### config.mk
export PLATFORM = sky130hd
export DESIGN_NAME = lottery_winner_picker
export DESIGN_NICKNAME = d
export VERILOG_FILES = /design/src/rtl/core/lwp_pkg.sv /design/src/rtl/core/lwp_ram.sv /design/src/rtl/core/lwp_mod.sv /design/src/rtl/core/lottery_winner_picker.sv
export SDC_FILE = /design/constraint.sdc
export NUM_CORES = 2
export LEC_CHECK = 0
export BUFFER_PORTS_ARGS = -buffer_cell sky130_fd_sc_hd__buf_2
export CELL_PAD_IN_SITES_DETAIL_PLACEMENT = 1
export CELL_PAD_IN_SITES_GLOBAL_PLACEMENT = 2
export CORE_MARGIN = 2
export CORE_UTILIZATION = 53
export CTS_BUF_LIST = sky130_fd_sc_hd__clkbuf_2 sky130_fd_sc_hd__clkbuf_4 sky130_fd_sc_hd__clkbuf_8
export CTS_CLUSTER_SIZE = 28
export DETAILED_ROUTE_END_ITERATION = 8
export PLACE_DENSITY = 0.86
export SLEW_MARGIN = 20
export SYNTH_ARGS = -nofsm -noshare
export SYNTH_HDL_FRONTEND = slang
export SYNTH_SLANG_ARGS = --single-unit
### constraint.sdc
create_clock -name clk -period 21.7 [get_ports clk]
set_input_delay 4.34 -clock clk [delete_from_list [all_inputs] [get_ports clk]]
set_output_delay 4.34 -clock clk [all_outputs]
set_load 0.005 [all_outputs]
### src/rtl/core/lwp_pkg.sv
// shared types and constants of the lottery winner picker
// no dependencies
package lwp_pkg;

	localparam int NUM_SLOTS       = 64;
	localparam int TICKET_BITS     = 16;
	localparam int SLOT_BITS       = $clog2(NUM_SLOTS);
	localparam int TOTAL_BITS      = TICKET_BITS + SLOT_BITS;
	localparam int SEED_BITS       = 31;
	localparam int SLOT_FIELD_BITS = 6;
	localparam int TIX_FIELD_BITS  = 16;
	localparam int OUT_BITS        = 22;

	// park-miller minimal standard generator
	localparam int unsigned PM_MULT = 16807;
	localparam logic [SEED_BITS-1:0] PM_MOD = 31'h7FFF_FFFF;
	localparam logic [SEED_BITS-1:0] SEED_INIT = 31'd1;

	typedef enum logic [1:0] {
		FUNC_ADD   = 2'd0,
		FUNC_ERASE = 2'd1,
		FUNC_SET   = 2'd2,
		FUNC_PICK  = 2'd3
	} lwp_func_t;

	typedef struct packed {
		lwp_func_t                   func;
		logic [SLOT_FIELD_BITS-1:0]  task_slot;
		logic [TIX_FIELD_BITS-1:0]   tickets;
		logic                        boosted;
	} lwp_cmd_t;

	typedef struct packed {
		logic                        winner_valid;
		logic [SLOT_FIELD_BITS-1:0]  winner_slot;
		logic [OUT_BITS-1:0]         ticket_total;
		logic [OUT_BITS-1:0]         drawn_ticket;
	} lwp_result_t;

endpackage

### src/rtl/core/lwp_ram.sv
// generic simple dual-port ram, one write and one registered read port
// no dependencies
module lwp_ram #(
	parameter int WIDTH = 8,
	parameter int DEPTH = 16
) (
	input  logic                     clk,
	input  logic                     we,
	input  logic [$clog2(DEPTH)-1:0] waddr,
	input  logic [WIDTH-1:0]         wdata,
	input  logic                     re,
	input  logic [$clog2(DEPTH)-1:0] raddr,
	output logic [WIDTH-1:0]         rdata
);

	logic [WIDTH-1:0] mem [DEPTH];

	always_ff @(posedge clk) begin
		if (we) begin
			mem[waddr] <= wdata;
		end
		if (re) begin
			rdata <= mem[raddr];
		end
	end

endmodule

### src/rtl/core/lwp_mod.sv
// restoring remainder unit, one quotient bit per cycle
// depends on lwp_pkg
module lwp_mod (
	input  logic                            clk,
	input  logic                            arst_n,
	input  logic                            start,
	input  logic [lwp_pkg::SEED_BITS-1:0]   dividend,
	input  logic [lwp_pkg::TOTAL_BITS-1:0]  divisor,
	output logic                            done,
	output logic [lwp_pkg::TOTAL_BITS-1:0]  remainder
);

	import lwp_pkg::*;

	localparam int CNT_BITS = $clog2(SEED_BITS);

	logic                  run_q;
	logic                  done_q;
	logic [CNT_BITS-1:0]   cnt_q;
	logic [SEED_BITS-1:0]  dvd_q;
	logic [TOTAL_BITS-1:0] dvs_q;
	logic [TOTAL_BITS-1:0] rem_q;
	logic [TOTAL_BITS:0]   rem_ext;
	logic [TOTAL_BITS-1:0] rem_next;

	// partial remainder stays below the divisor, so the difference fits
	always_comb begin
		rem_ext = {rem_q, dvd_q[SEED_BITS-1]};
		if (rem_ext >= {1'b0, dvs_q}) begin
			rem_next = TOTAL_BITS'(rem_ext - {1'b0, dvs_q});
		end else begin
			rem_next = TOTAL_BITS'(rem_ext);
		end
	end

	always_ff @(posedge clk or negedge arst_n) begin
		if (!arst_n) begin
			run_q  <= 1'b0;
			done_q <= 1'b0;
			cnt_q  <= '0;
		end else begin
			done_q <= 1'b0;
			if (start) begin
				run_q <= 1'b1;
				cnt_q <= CNT_BITS'(SEED_BITS - 1);
			end else if (run_q) begin
				cnt_q <= cnt_q - 1'b1;
				if (cnt_q == '0) begin
					run_q  <= 1'b0;
					done_q <= 1'b1;
				end
			end
		end
	end

	always_ff @(posedge clk) begin
		if (start) begin
			dvd_q <= dividend;
			dvs_q <= divisor;
			rem_q <= '0;
		end else if (run_q) begin
			dvd_q <= {dvd_q[SEED_BITS-2:0], 1'b0};
			rem_q <= rem_next;
		end
	end

	assign done      = done_q;
	assign remainder = rem_q;

endmodule

### src/rtl/core/lottery_winner_picker.sv
// top level of the lottery winner picker: sequencer around the slot ram
// depends on lwp_pkg, lwp_ram, lwp_mod
//
// Usage: present a command on cmd and raise start; it is taken on a rising
// edge where start is high and busy is low. Each command gives exactly one
// result beat on result, flagged by done for a single cycle. The receiver
// cannot stall, so the result must be captured in that cycle.
// Slot state (ticket count and queued mark) lives in one ram, one word per
// slot, with a flop valid bit per word so reset clears every slot at once.
// Steps from accept to done:
//   add, erase, set tickets : ram read, write back, result
//   boosted pick            : result only
//   pick, empty queue       : ticket sum scan, result
//   pick                    : sum scan, seed step, remainder, winner walk
// A pick with tickets to draw from walks the slots twice through the single
// ram read port, once to total the tickets and once to find the winner; its
// draw uses a remainder unit that resolves one bit per cycle over the 31-bit seed.
// One command is in flight at a time; busy stays high until its result.
// Reset is asynchronous: all slots unqueued with zero tickets, seed one,
// no result pending, and a command may be taken on the first edge after.
module lottery_winner_picker (
	input  logic                 clk,
	input  logic                 arst_n,
	input  logic                 start,
	output logic                 busy,
	input  lwp_pkg::lwp_cmd_t    cmd,
	output logic                 done,
	output lwp_pkg::lwp_result_t result
);

	import lwp_pkg::*;

	localparam logic [SLOT_BITS:0] IDX_END = (SLOT_BITS + 1)'(NUM_SLOTS);

	typedef struct packed {
		logic                   queued;
		logic [TICKET_BITS-1:0] tickets;
	} lwp_entry_t;

	typedef enum logic [3:0] {
		S_IDLE,
		S_CMD_RD,
		S_CMD_WR,
		S_RESP,
		S_SUM,
		S_GEN_LO,
		S_GEN_HI,
		S_GEN_FIX,
		S_MOD_GO,
		S_MOD_WAIT,
		S_WALK
	} state_t;

	state_t                 state_q;
	lwp_cmd_t               cmd_q;
	logic [NUM_SLOTS-1:0]   ent_valid_q;
	logic [SLOT_BITS:0]     idx_q;
	logic                   rd_vld_s1;
	logic [SLOT_BITS-1:0]   rd_idx_s1;
	logic [TOTAL_BITS-1:0]  acc_q;
	logic [TOTAL_BITS-1:0]  total_q;
	logic [TOTAL_BITS-1:0]  draw_q;
	logic [SEED_BITS-1:0]   seed_q;
	logic [SEED_BITS-1:0]   prod_q;
	logic [SEED_BITS-1:0]   lo_q;
	logic                   done_q;
	lwp_result_t            result_q;

	logic                   ram_we;
	logic [SLOT_BITS-1:0]   ram_waddr;
	lwp_entry_t             ram_wdata;
	logic                   ram_re;
	logic [SLOT_BITS-1:0]   ram_raddr;
	logic [TICKET_BITS:0]   ram_rdata;
	lwp_entry_t             rd_ent;
	logic [TOTAL_BITS-1:0]  acc_next;
	logic                   walk_hit;
	logic                   scan_live;
	logic                   scan_end;
	logic [SLOT_BITS-1:0]   cmd_slot;
	logic                   cmd_slot_ok;

	logic [15:0]            mul_a;
	logic [SEED_BITS-1:0]   mul_p;
	logic [SEED_BITS+1:0]   pm_sum;
	logic [SEED_BITS+1:0]   pm_fix;

	logic                   div_start;
	logic                   div_done;
	logic [TOTAL_BITS-1:0]  div_rem;

	lwp_ram #(
		.WIDTH (TICKET_BITS + 1),
		.DEPTH (NUM_SLOTS)
	) u_slot_ram (
		.clk   (clk),
		.we    (ram_we),
		.waddr (ram_waddr),
		.wdata (ram_wdata),
		.re    (ram_re),
		.raddr (ram_raddr),
		.rdata (ram_rdata)
	);

	lwp_mod u_mod (
		.clk       (clk),
		.arst_n    (arst_n),
		.start     (div_start),
		.dividend  (seed_q),
		.divisor   (total_q),
		.done      (div_done),
		.remainder (div_rem)
	);

	assign cmd_slot    = SLOT_BITS'(cmd_q.task_slot);
	assign cmd_slot_ok = ({1'b0, cmd_q.task_slot} < NUM_SLOTS);

	// never-written words read as an empty slot
	assign rd_ent   = ent_valid_q[rd_idx_s1] ? lwp_entry_t'(ram_rdata) : '0;
	assign acc_next = acc_q + TOTAL_BITS'(rd_ent.tickets);
	assign walk_hit = rd_vld_s1 && rd_ent.queued && (acc_next >= draw_q);

	assign scan_live = (state_q == S_SUM) || (state_q == S_WALK);
	assign scan_end  = (idx_q == IDX_END) && !rd_vld_s1;

	always_comb begin
		ram_re    = 1'b0;
		ram_raddr = idx_q[SLOT_BITS-1:0];
		if (state_q == S_CMD_RD) begin
			ram_re    = 1'b1;
			ram_raddr = cmd_slot;
		end else if (scan_live && (idx_q != IDX_END)) begin
			ram_re = 1'b1;
		end
	end

	always_comb begin
		ram_we    = 1'b0;
		ram_waddr = rd_idx_s1;
		ram_wdata = rd_ent;
		if (state_q == S_CMD_WR) begin
			ram_we = 1'b1;
			case (cmd_q.func)
				FUNC_ADD:   ram_wdata.queued  = 1'b1;
				FUNC_ERASE: ram_wdata.queued  = 1'b0;
				FUNC_SET:   ram_wdata.tickets = TICKET_BITS'(cmd_q.tickets);
				default:    ram_wdata = rd_ent;
			endcase
		end else if ((state_q == S_WALK) && walk_hit) begin
			// winner leaves the queue
			ram_we           = 1'b1;
			ram_wdata.queued = 1'b0;
		end
	end

	// one shared 15x16 multiplier, low half of the seed first
	assign mul_a = (state_q == S_GEN_LO) ? seed_q[15:0] : {1'b0, seed_q[30:16]};
	assign mul_p = SEED_BITS'(mul_a) * SEED_BITS'(PM_MULT);

	// fold the high product back in: 2^31 == 1 modulo the prime
	always_comb begin
		pm_sum = (SEED_BITS + 2)'(lo_q)
			+ (SEED_BITS + 2)'({prod_q[14:0], 16'd0})
			+ (SEED_BITS + 2)'(prod_q[SEED_BITS-1:15]);
		if (pm_sum > (SEED_BITS + 2)'(PM_MOD)) begin
			pm_fix = pm_sum - (SEED_BITS + 2)'(PM_MOD);
		end else begin
			pm_fix = pm_sum;
		end
	end

	assign div_start = (state_q == S_MOD_GO);

	always_ff @(posedge clk or negedge arst_n) begin
		if (!arst_n) begin
			state_q     <= S_IDLE;
			ent_valid_q <= '0;
			idx_q       <= '0;
			rd_vld_s1   <= 1'b0;
			seed_q      <= SEED_INIT;
			done_q      <= 1'b0;
		end else begin
			done_q <= 1'b0;
			case (state_q)
				S_IDLE: begin
					if (start) begin
						cmd_q <= cmd;
						if (cmd.func != FUNC_PICK) begin
							state_q <= S_CMD_RD;
						end else if (cmd.boosted) begin
							state_q <= S_RESP;
						end else begin
							idx_q     <= '0;
							rd_vld_s1 <= 1'b0;
							acc_q     <= '0;
							state_q   <= S_SUM;
						end
					end
				end
				S_CMD_RD: begin
					rd_idx_s1 <= cmd_slot;
					state_q   <= cmd_slot_ok ? S_CMD_WR : S_RESP;
				end
				S_CMD_WR: begin
					ent_valid_q[rd_idx_s1] <= 1'b1;
					state_q                <= S_RESP;
				end
				S_RESP: begin
					result_q <= '0;
					done_q   <= 1'b1;
					state_q  <= S_IDLE;
				end
				S_SUM: begin
					rd_vld_s1 <= (idx_q != IDX_END);
					rd_idx_s1 <= idx_q[SLOT_BITS-1:0];
					if (idx_q != IDX_END) begin
						idx_q <= idx_q + 1'b1;
					end
					if (rd_vld_s1 && rd_ent.queued) begin
						acc_q <= acc_next;
					end
					if (scan_end) begin
						total_q <= acc_q;
						if (acc_q == '0) begin
							// nothing to draw from: draw is one, seed holds
							result_q.winner_valid <= 1'b0;
							result_q.winner_slot  <= '0;
							result_q.ticket_total <= '0;
							result_q.drawn_ticket <= OUT_BITS'(1);
							done_q                <= 1'b1;
							state_q               <= S_IDLE;
						end else begin
							state_q <= S_GEN_LO;
						end
					end
				end
				S_GEN_LO: begin
					prod_q  <= mul_p;
					state_q <= S_GEN_HI;
				end
				S_GEN_HI: begin
					lo_q    <= prod_q;
					prod_q  <= mul_p;
					state_q <= S_GEN_FIX;
				end
				S_GEN_FIX: begin
					seed_q  <= pm_fix[SEED_BITS-1:0] & PM_MOD;
					state_q <= S_MOD_GO;
				end
				S_MOD_GO: begin
					state_q <= S_MOD_WAIT;
				end
				S_MOD_WAIT: begin
					if (div_done) begin
						draw_q    <= div_rem + 1'b1;
						acc_q     <= '0;
						idx_q     <= '0;
						rd_vld_s1 <= 1'b0;
						state_q   <= S_WALK;
					end
				end
				S_WALK: begin
					rd_vld_s1 <= (idx_q != IDX_END);
					rd_idx_s1 <= idx_q[SLOT_BITS-1:0];
					if (idx_q != IDX_END) begin
						idx_q <= idx_q + 1'b1;
					end
					if (walk_hit) begin
						result_q.winner_valid <= 1'b1;
						result_q.winner_slot  <= SLOT_FIELD_BITS'(rd_idx_s1);
						result_q.ticket_total <= OUT_BITS'(total_q);
						result_q.drawn_ticket <= OUT_BITS'(draw_q);
						done_q                <= 1'b1;
						state_q               <= S_IDLE;
					end else begin
						if (rd_vld_s1 && rd_ent.queued) begin
							acc_q <= acc_next;
						end
						if (scan_end) begin
							result_q.winner_valid <= 1'b0;
							result_q.winner_slot  <= '0;
							result_q.ticket_total <= OUT_BITS'(total_q);
							result_q.drawn_ticket <= OUT_BITS'(draw_q);
							done_q                <= 1'b1;
							state_q               <= S_IDLE;
						end
					end
				end
				default: begin
					state_q <= S_IDLE;
				end
			endcase
		end
	end

	assign busy   = (state_q != S_IDLE);
	assign done   = done_q;
	assign result = result_q;

endmodule

# After elaboration in Yosys (flattened, before gate mapping)
# Memory sizes are Yosys's and may differ from the RTL's. A register that Yosys moved wholly into a read port is not among the register bits.
# Cells that the tools add are included.
# op_classes
addsub	8
reduce_logical	31
muxes	68
bitwise_logic	1
order_cmp	5
n_mul	1
n_eq_ne	24
# op_table
op	n
$mux 51	4
$mux 22	7
$pmux 51 s3	1
$mux 31	3
$pmux 22 s4	1
$or 64x64->64	1
$mux 16	3
$pmux 4 s10	1
$mux 7	5
$add 32x16->33	1
$gt 33x31->1 const B	1
$add 31x31->32	1
$mul 16x15->31 const B	1
$sub 31x31->31 const B	1
$mux 1	24
$ge 23x22->1	1
$add 22x1->22 const B	1
$add 22x16->22	1
$ge 22x22->1	1
$logic_not 22->1	1
$sub 22x22->22	1
$pmux 7 s3	1
$mux 4	5
$mux 17	1
39 further kinds	70
# word_totals
output_inout_bits	53
word_cells	164
reg_bits	399
mem_bits_rw	1088
n_memories	1
inputBits	28
# memory_table
name	depth	width	rd	rd_ports_with_merged_regs	wr	line_no	text
u_slot_ram.mem	64	17	1	1	1	lwp_ram.sv:16	logic [WIDTH-1:0] mem [DEPTH];

# Depth between registers and ports, before layout
# logic_depth
ltp_word	11
ltp_mapped	34
depth_no_buf	29

# Modules after synthesis
# A second synthesis with hierarchy kept.
# unflattened
hier_cells	4349
hier_area_um2	68049.0
# by_module_without_submodules
mod	instances	area_each_um2	seq_area_each_um2	cells_per_inst
lwp_ram	1	42520.8	33181.8	1953
lottery_winner_picker	1	20807.5	8979.9	1946
lwp_mod	1	4720.8	2207.1	450

# Worst setup path after synthesis
# Ideal clock, no wire load.
# synth_path
path_type	register -> register
start	register rd_idx_s1[0], in the netlist ram_waddr[0]
end	memory u_slot_ram.mem[0][16] in the netlist's numbering (data pin)
setup_time_ns	0.730
stages_incl_launch_ff	34
required_ns	20.970
period_less_slack_ns	8.806
path_slack_ns	12.894
path_buffers	6
arrival_ns	8.076
path_cell_list	edfxtp_1 > clkbuf_1 > buf_2 > buf_2 > mux2i_1 > o22ai_1 > o21ai_0 > and3_1 > nand4_1 > clkbuf_1 > and2_1 > ha_1 > a21o_1 > a21oi_1 > o21bai_1 > a21oi_1 > o21ai_0 > a41oi_1 > a21oi_1 > o211a_1 > o41a_1 > clkbuf_1 > nand2_1 > xnor2_1 > ha_1 > a21o_1 > a21o_1 > a221oi_1 > o21ai_0 > and3_1 > clkbuf_1 > nand2b_1 > a21boi_0 > o32ai_1
# synth_rtl
item	line_no	text
start: declaration	lottery_winner_picker.sv:59	logic [SLOT_BITS-1:0] rd_idx_s1;
start signal: assignment	lottery_winner_picker.sv:201	rd_idx_s1 <= cmd_slot;
start signal: assignment	lottery_winner_picker.sv:215	rd_idx_s1 <= idx_q[SLOT_BITS-1:0];
start signal: assignment	lottery_winner_picker.sv:264	rd_idx_s1 <= idx_q[SLOT_BITS-1:0];
end: declaration	lwp_ram.sv:16	

# Worst setup path after layout
# layout_path
start	register rd_idx_s1[1], in the netlist ram_waddr[1]
end	memory u_slot_ram.mem[40][6] in the netlist's numbering (enable)
# layout_via
elab_chain_len	11
elab_cells_between_ends	12
cone_classes	add/sub: 1; order compare: 1; mux: 7; reduce/logical: 3
# layout_rtl
item	line_no	text
$bmux 1 s6	lottery_winner_picker.sv:119	assign rd_ent = ent_valid_q[rd_idx_s1] ? lwp_entry_t'(ram_rdata) : '0;
$mux 1 (implied by the code)	lottery_winner_picker.sv:119	
$mux 17	lottery_winner_picker.sv:119	
$add 22x16->22	lottery_winner_picker.sv:120	assign acc_next = acc_q + TOTAL_BITS'(rd_ent.tickets);
$ge 22x22->1	lottery_winner_picker.sv:121	assign walk_hit = rd_vld_s1 && rd_ent.queued && (acc_next >= draw_q);
$logic_and 1x1->1	lottery_winner_picker.sv:121	
$logic_and 1x1->1	lottery_winner_picker.sv:149	end else if ((state_q == S_WALK) && walk_hit) begin
$mux 1	lottery_winner_picker.sv:149	
$mux 1	lottery_winner_picker.sv:141	if (state_q == S_CMD_WR) begin
$mux 1	lwp_ram.sv:19	if (we) begin
$mux 1 (implied by the code)	lwp_ram.sv:20	mem[waddr] <= wdata;
# Several ways; a longest one is shown, not always the timed one. The select of a mux whose other input is x is not followed.

==> impl_metrics.py <==
metrics = {
    "outcome": {
        "outcome": "finished, final reports clean",
    },
    "critical_path": {
        "worst_ep_required_time_ps": 22350,
        "crit_path_end_kind": "flop",
        "worstPathArrival_ps": 10760,
        "crit_slowest_cell": "edfxtp_1",
        "cp_slowest_stage_delay_ps": 790,
        "cp_common_cell": "a21oi_1",
        "crit_type": "reg2reg",
        "startpoint_type": "flop",
        "crit_path_max_fanout": 26,
    },
    "yosys": {
        "syn_area_mm2": 0.06750,
        "yosys-top-cells-count": "edfxtp_1, nand2_1, mux4_2",
        "syn_area_per_cell_um2": 15.37,
        "yosys.cell_types.count": 87,
        "yosysWarnings": 0,
        "ys_ff_latch": 1504,
        "synth_edf_count": 1367,
        "synthesis.nets": 4690,
        "async_reset_ff_share_pct": 7.646,
        "synth.most_common_cell": "edfxtp_1",
        "seq_area_frac_synth_pct": 65.73,
        "synth_flop_cell": "edfxtp_1",
        "yosys-top-cells-area": "edfxtp_1, mux4_2, dfrtp_1, ha_1, nand2_1",
        "synthCells": 4392,
        "yosysTopAreaCell": "edfxtp_1",
        "yosys.area.top_type_share_pct": 60.81,
    },
    "cts": {
        "ctsRootBufferMaster": "clkbuf_8",
        "cts_inserted_buffers": 233,
        "cts_setup_buffers": 0,
        "cts_tree": "built",
        "clk_latency_ps": 1000,
        "clk_pin_slew_ps": 60,
        "clk_path_buf_depth": 3,
        "h-tree-depth": 4,
        "cts_sinks": 1504,
        "cts_resized": 0,
        "hold_buffers": 0,
    },
    "timing": {
        "rsz0062_at_grt": "no",
        "finalCritPeriodShare_pct": 46.60,
        "period_minus_slack_ps": 10110,
        "max_slew_margin_pct": 24.63,
        "drv_slew": 0,
        "skew_ps": 76.65,
        "worst-slew-pin-transition_ps": 1122,
        "max_freq_ghz": 0.09888,
        "setup_viol": 0,
        "hold_viol_final": 0,
        "tns_ps": 0,
    },
    "global_routing": {
        "grt_usage_pct": 28.84,
        "grt_pass1_wl_um": 278900,
        "grt_max_degree": 132,
        "overflow": 0,
        "first_global_vias": 42913,
        "antenna_found_initial": 3,
    },
    "cells_and_area": {
        "stdcell_count": 6470,
        "postLayoutCoreUtil_pct": 59.48,
        "fin_area_mm2": 0.07498,
        "fin_nets": 4921,
        "syn_to_final_growth_pct": 11.07,
        "drive_above_1_share_pct": 19.25,
    },
    "floorplan": {
        "fp.coreArea_mm2": 0.1261,
        "start_util_pct": 53.55,
        "die_x_um": 360.9,
        "die_h_um": 360.9,
        "ios": 81,
        "rows": 130,
        "dieArea_mm2": 0.1302,
    },
    "pwr": {
        "p_int_mw": 7.194,
        "power_switching_share_pct": 40.59,
        "combinationalPowerShare_pct": 47.3,
        "ir_worst_vdd_mv": 0.1884,
        "pwr-share-seq_pct": 32.9,
        "clock_power_share_pct": 19.8,
        "leakage_nw": 27.48,
        "powerDensity_mw_per_mm2": 161.5,
        "p_switching_mw": 4.915,
    },
    "placed_design": {
        "gp_congestion": 0.8635,
        "dp_hpwl_um": 117000,
        "io_buffers": 80,
        "placed_cell_area_mm2": 0.07032,
        "placed_cells": 6037,
    },
    "detailed_routing": {
        "drt_first_pass_iters": 5,
        "wl_per_cell_um": 28.67,
        "drtIter0Drc": 3876,
        "vias_per_cell": 6.253,
        "vias": 40460,
        "ant_nets": 0,
        "wl_um": 185500,
        "drc": 0,
    },
    "job": {
        "max_cap_violations": 0,
    },
    "min_path": {
        "hold_path_class": "reg2reg",
    },
}
-- layout make-up --
type,instances,area [um^2]
Fill cell,11683,51080
Sequential cell,1504,44370
Multi-Input combinational cell,2488,21780
Clock buffer,303,3776
Tap cell,1650,2064
Timing Repair Buffer,203,1391
Clock inverter,124,853.3
Inverter,193,724.4
Antenna cell,5,12.51
-- registers in the layout (all words and copies together), names as in the netlist, 4 cells and up --
register          cells
cmd_slot              6
state_q               4
prod_q               31
seed_q               31
result               51
u_mod.dvs_q          22
u_mod.dvd_q          31
u_mod.cnt_q           5
lo_q                 31
u_slot_ram.mem     1088
u_mod.remainder      22
total_q              22
ram_waddr             6
idx_q                 7
acc_q                22
draw_q               22
u_slot_ram.rdata     17
ent_valid_q          64
cmd_q                18
-- routing by layer --
| layer | GRT usage, % | wire length [um] | part of all wire [%] |
|---|---|---|---|
| met1 | 38.68 | 74740 | 40 |
| met5 | 0 | 23 | 0.012 |
| met4 | 11.66 | 6995 | 3.8 |
| met2 | 46.96 | 90780 | 49 |
| met3 | 5.225 | 12950 | 7.0 |
-- critical path, delay by kind of cell, from the launching register on --
| kind | cells | cell delay [ps] |
|---|---|---|
| xor+xnor | 1 | 80 |
| buf+inv | 2 | 610 |
| simple gates | 12 | 4710 |
| compound gates | 12 | 2650 |
| fa+ha+maj | 3 | 920 |
| flops | 1 | 790 |
-- power by group through the flow --
stage	Clock [mW]	Sequential, mW	Combinational (mW)
2_1_floorplan	0	3.95	3.91
3_3_place_gp	0	4.04	5.54
3_5_place_dp	0	4.04	5.73
4_1_cts	2.43	3.99	5.78
5_1_grt	2.54	4.01	6.30
6_report	2.40	3.99	5.73
-- metrics by stage --
| stage | hold WS (ps) | worst slack, ps | power (mW) |
|---|---|---|---|
| 2_1_floorplan | 411.4 | 12890 | 7.860 |
| 3_3_place_gp | 428.9 | 11750 | 9.582 |
| 3_5_place_dp | 426.9 | 11390 | 9.769 |
| 4_1_cts | 437.5 | 11290 | 12.20 |
| 5_1_grt | 444.3 | 10650 | 12.85 |
| 6_report | 440.8 | 11590 | 12.11 |
-- cells by family (layout without fill, tap and decap cells) --
family                     Yosys count  after routing  synth area share (%)
AOI/OAI and AO/OA                  746            746                 7.396
xor gates and xnor gates           126            126                 1.635
adders and majority gates          270            270                 5.683
buffers and inverters              400            823                 2.252
DFF                               1504           1504                 65.73
muxes                              346            346                 10.29
other                                0              5                     0
and+or+nand+nor                   1000           1000                 7.012
-- final timing paths --
| path | to | slack, ps | start | cells after the start |
|---|---|---|---|---|
| min in group asynchronous | seed_q[27] | 3350 | arst_n | 1 |
| max in group asynchronous | ent_valid_q[21] | 16720 | arst_n | 3 |
| max | u_slot_ram.mem[40][6] | 11590 | ram_waddr[1] | 30 |
| min | u_mod.dvs_q[9] | 440 | total_q[9] | 0 |
| max reg2reg | u_slot_ram.mem[40][6] | 11590 | ram_waddr[1] | 30 |
| min reg2reg | u_mod.dvs_q[9] | 440 | total_q[9] | 0 |
-- cells in the final DEF (no fill, tap or decap), types with 50 or more instances in the layout --
cell	instances
a211oi_1	95
a21o_1	70
a21oi_1	163
and2_1	123
buf_2	79
buf_4	117
clkbuf_4	63
clkbuf_8	240
clkinv_1	62
dfrtp_1	114
edfxtp_1	1367
fa_1	61
ha_1	209
inv_1	192
mux4_2	276
nand2_1	415
nor2_1	164
nor3_1	62
o21ai_0	116
o21bai_1	50
xnor2_1	78
Power figures use the tool's default switching activity.
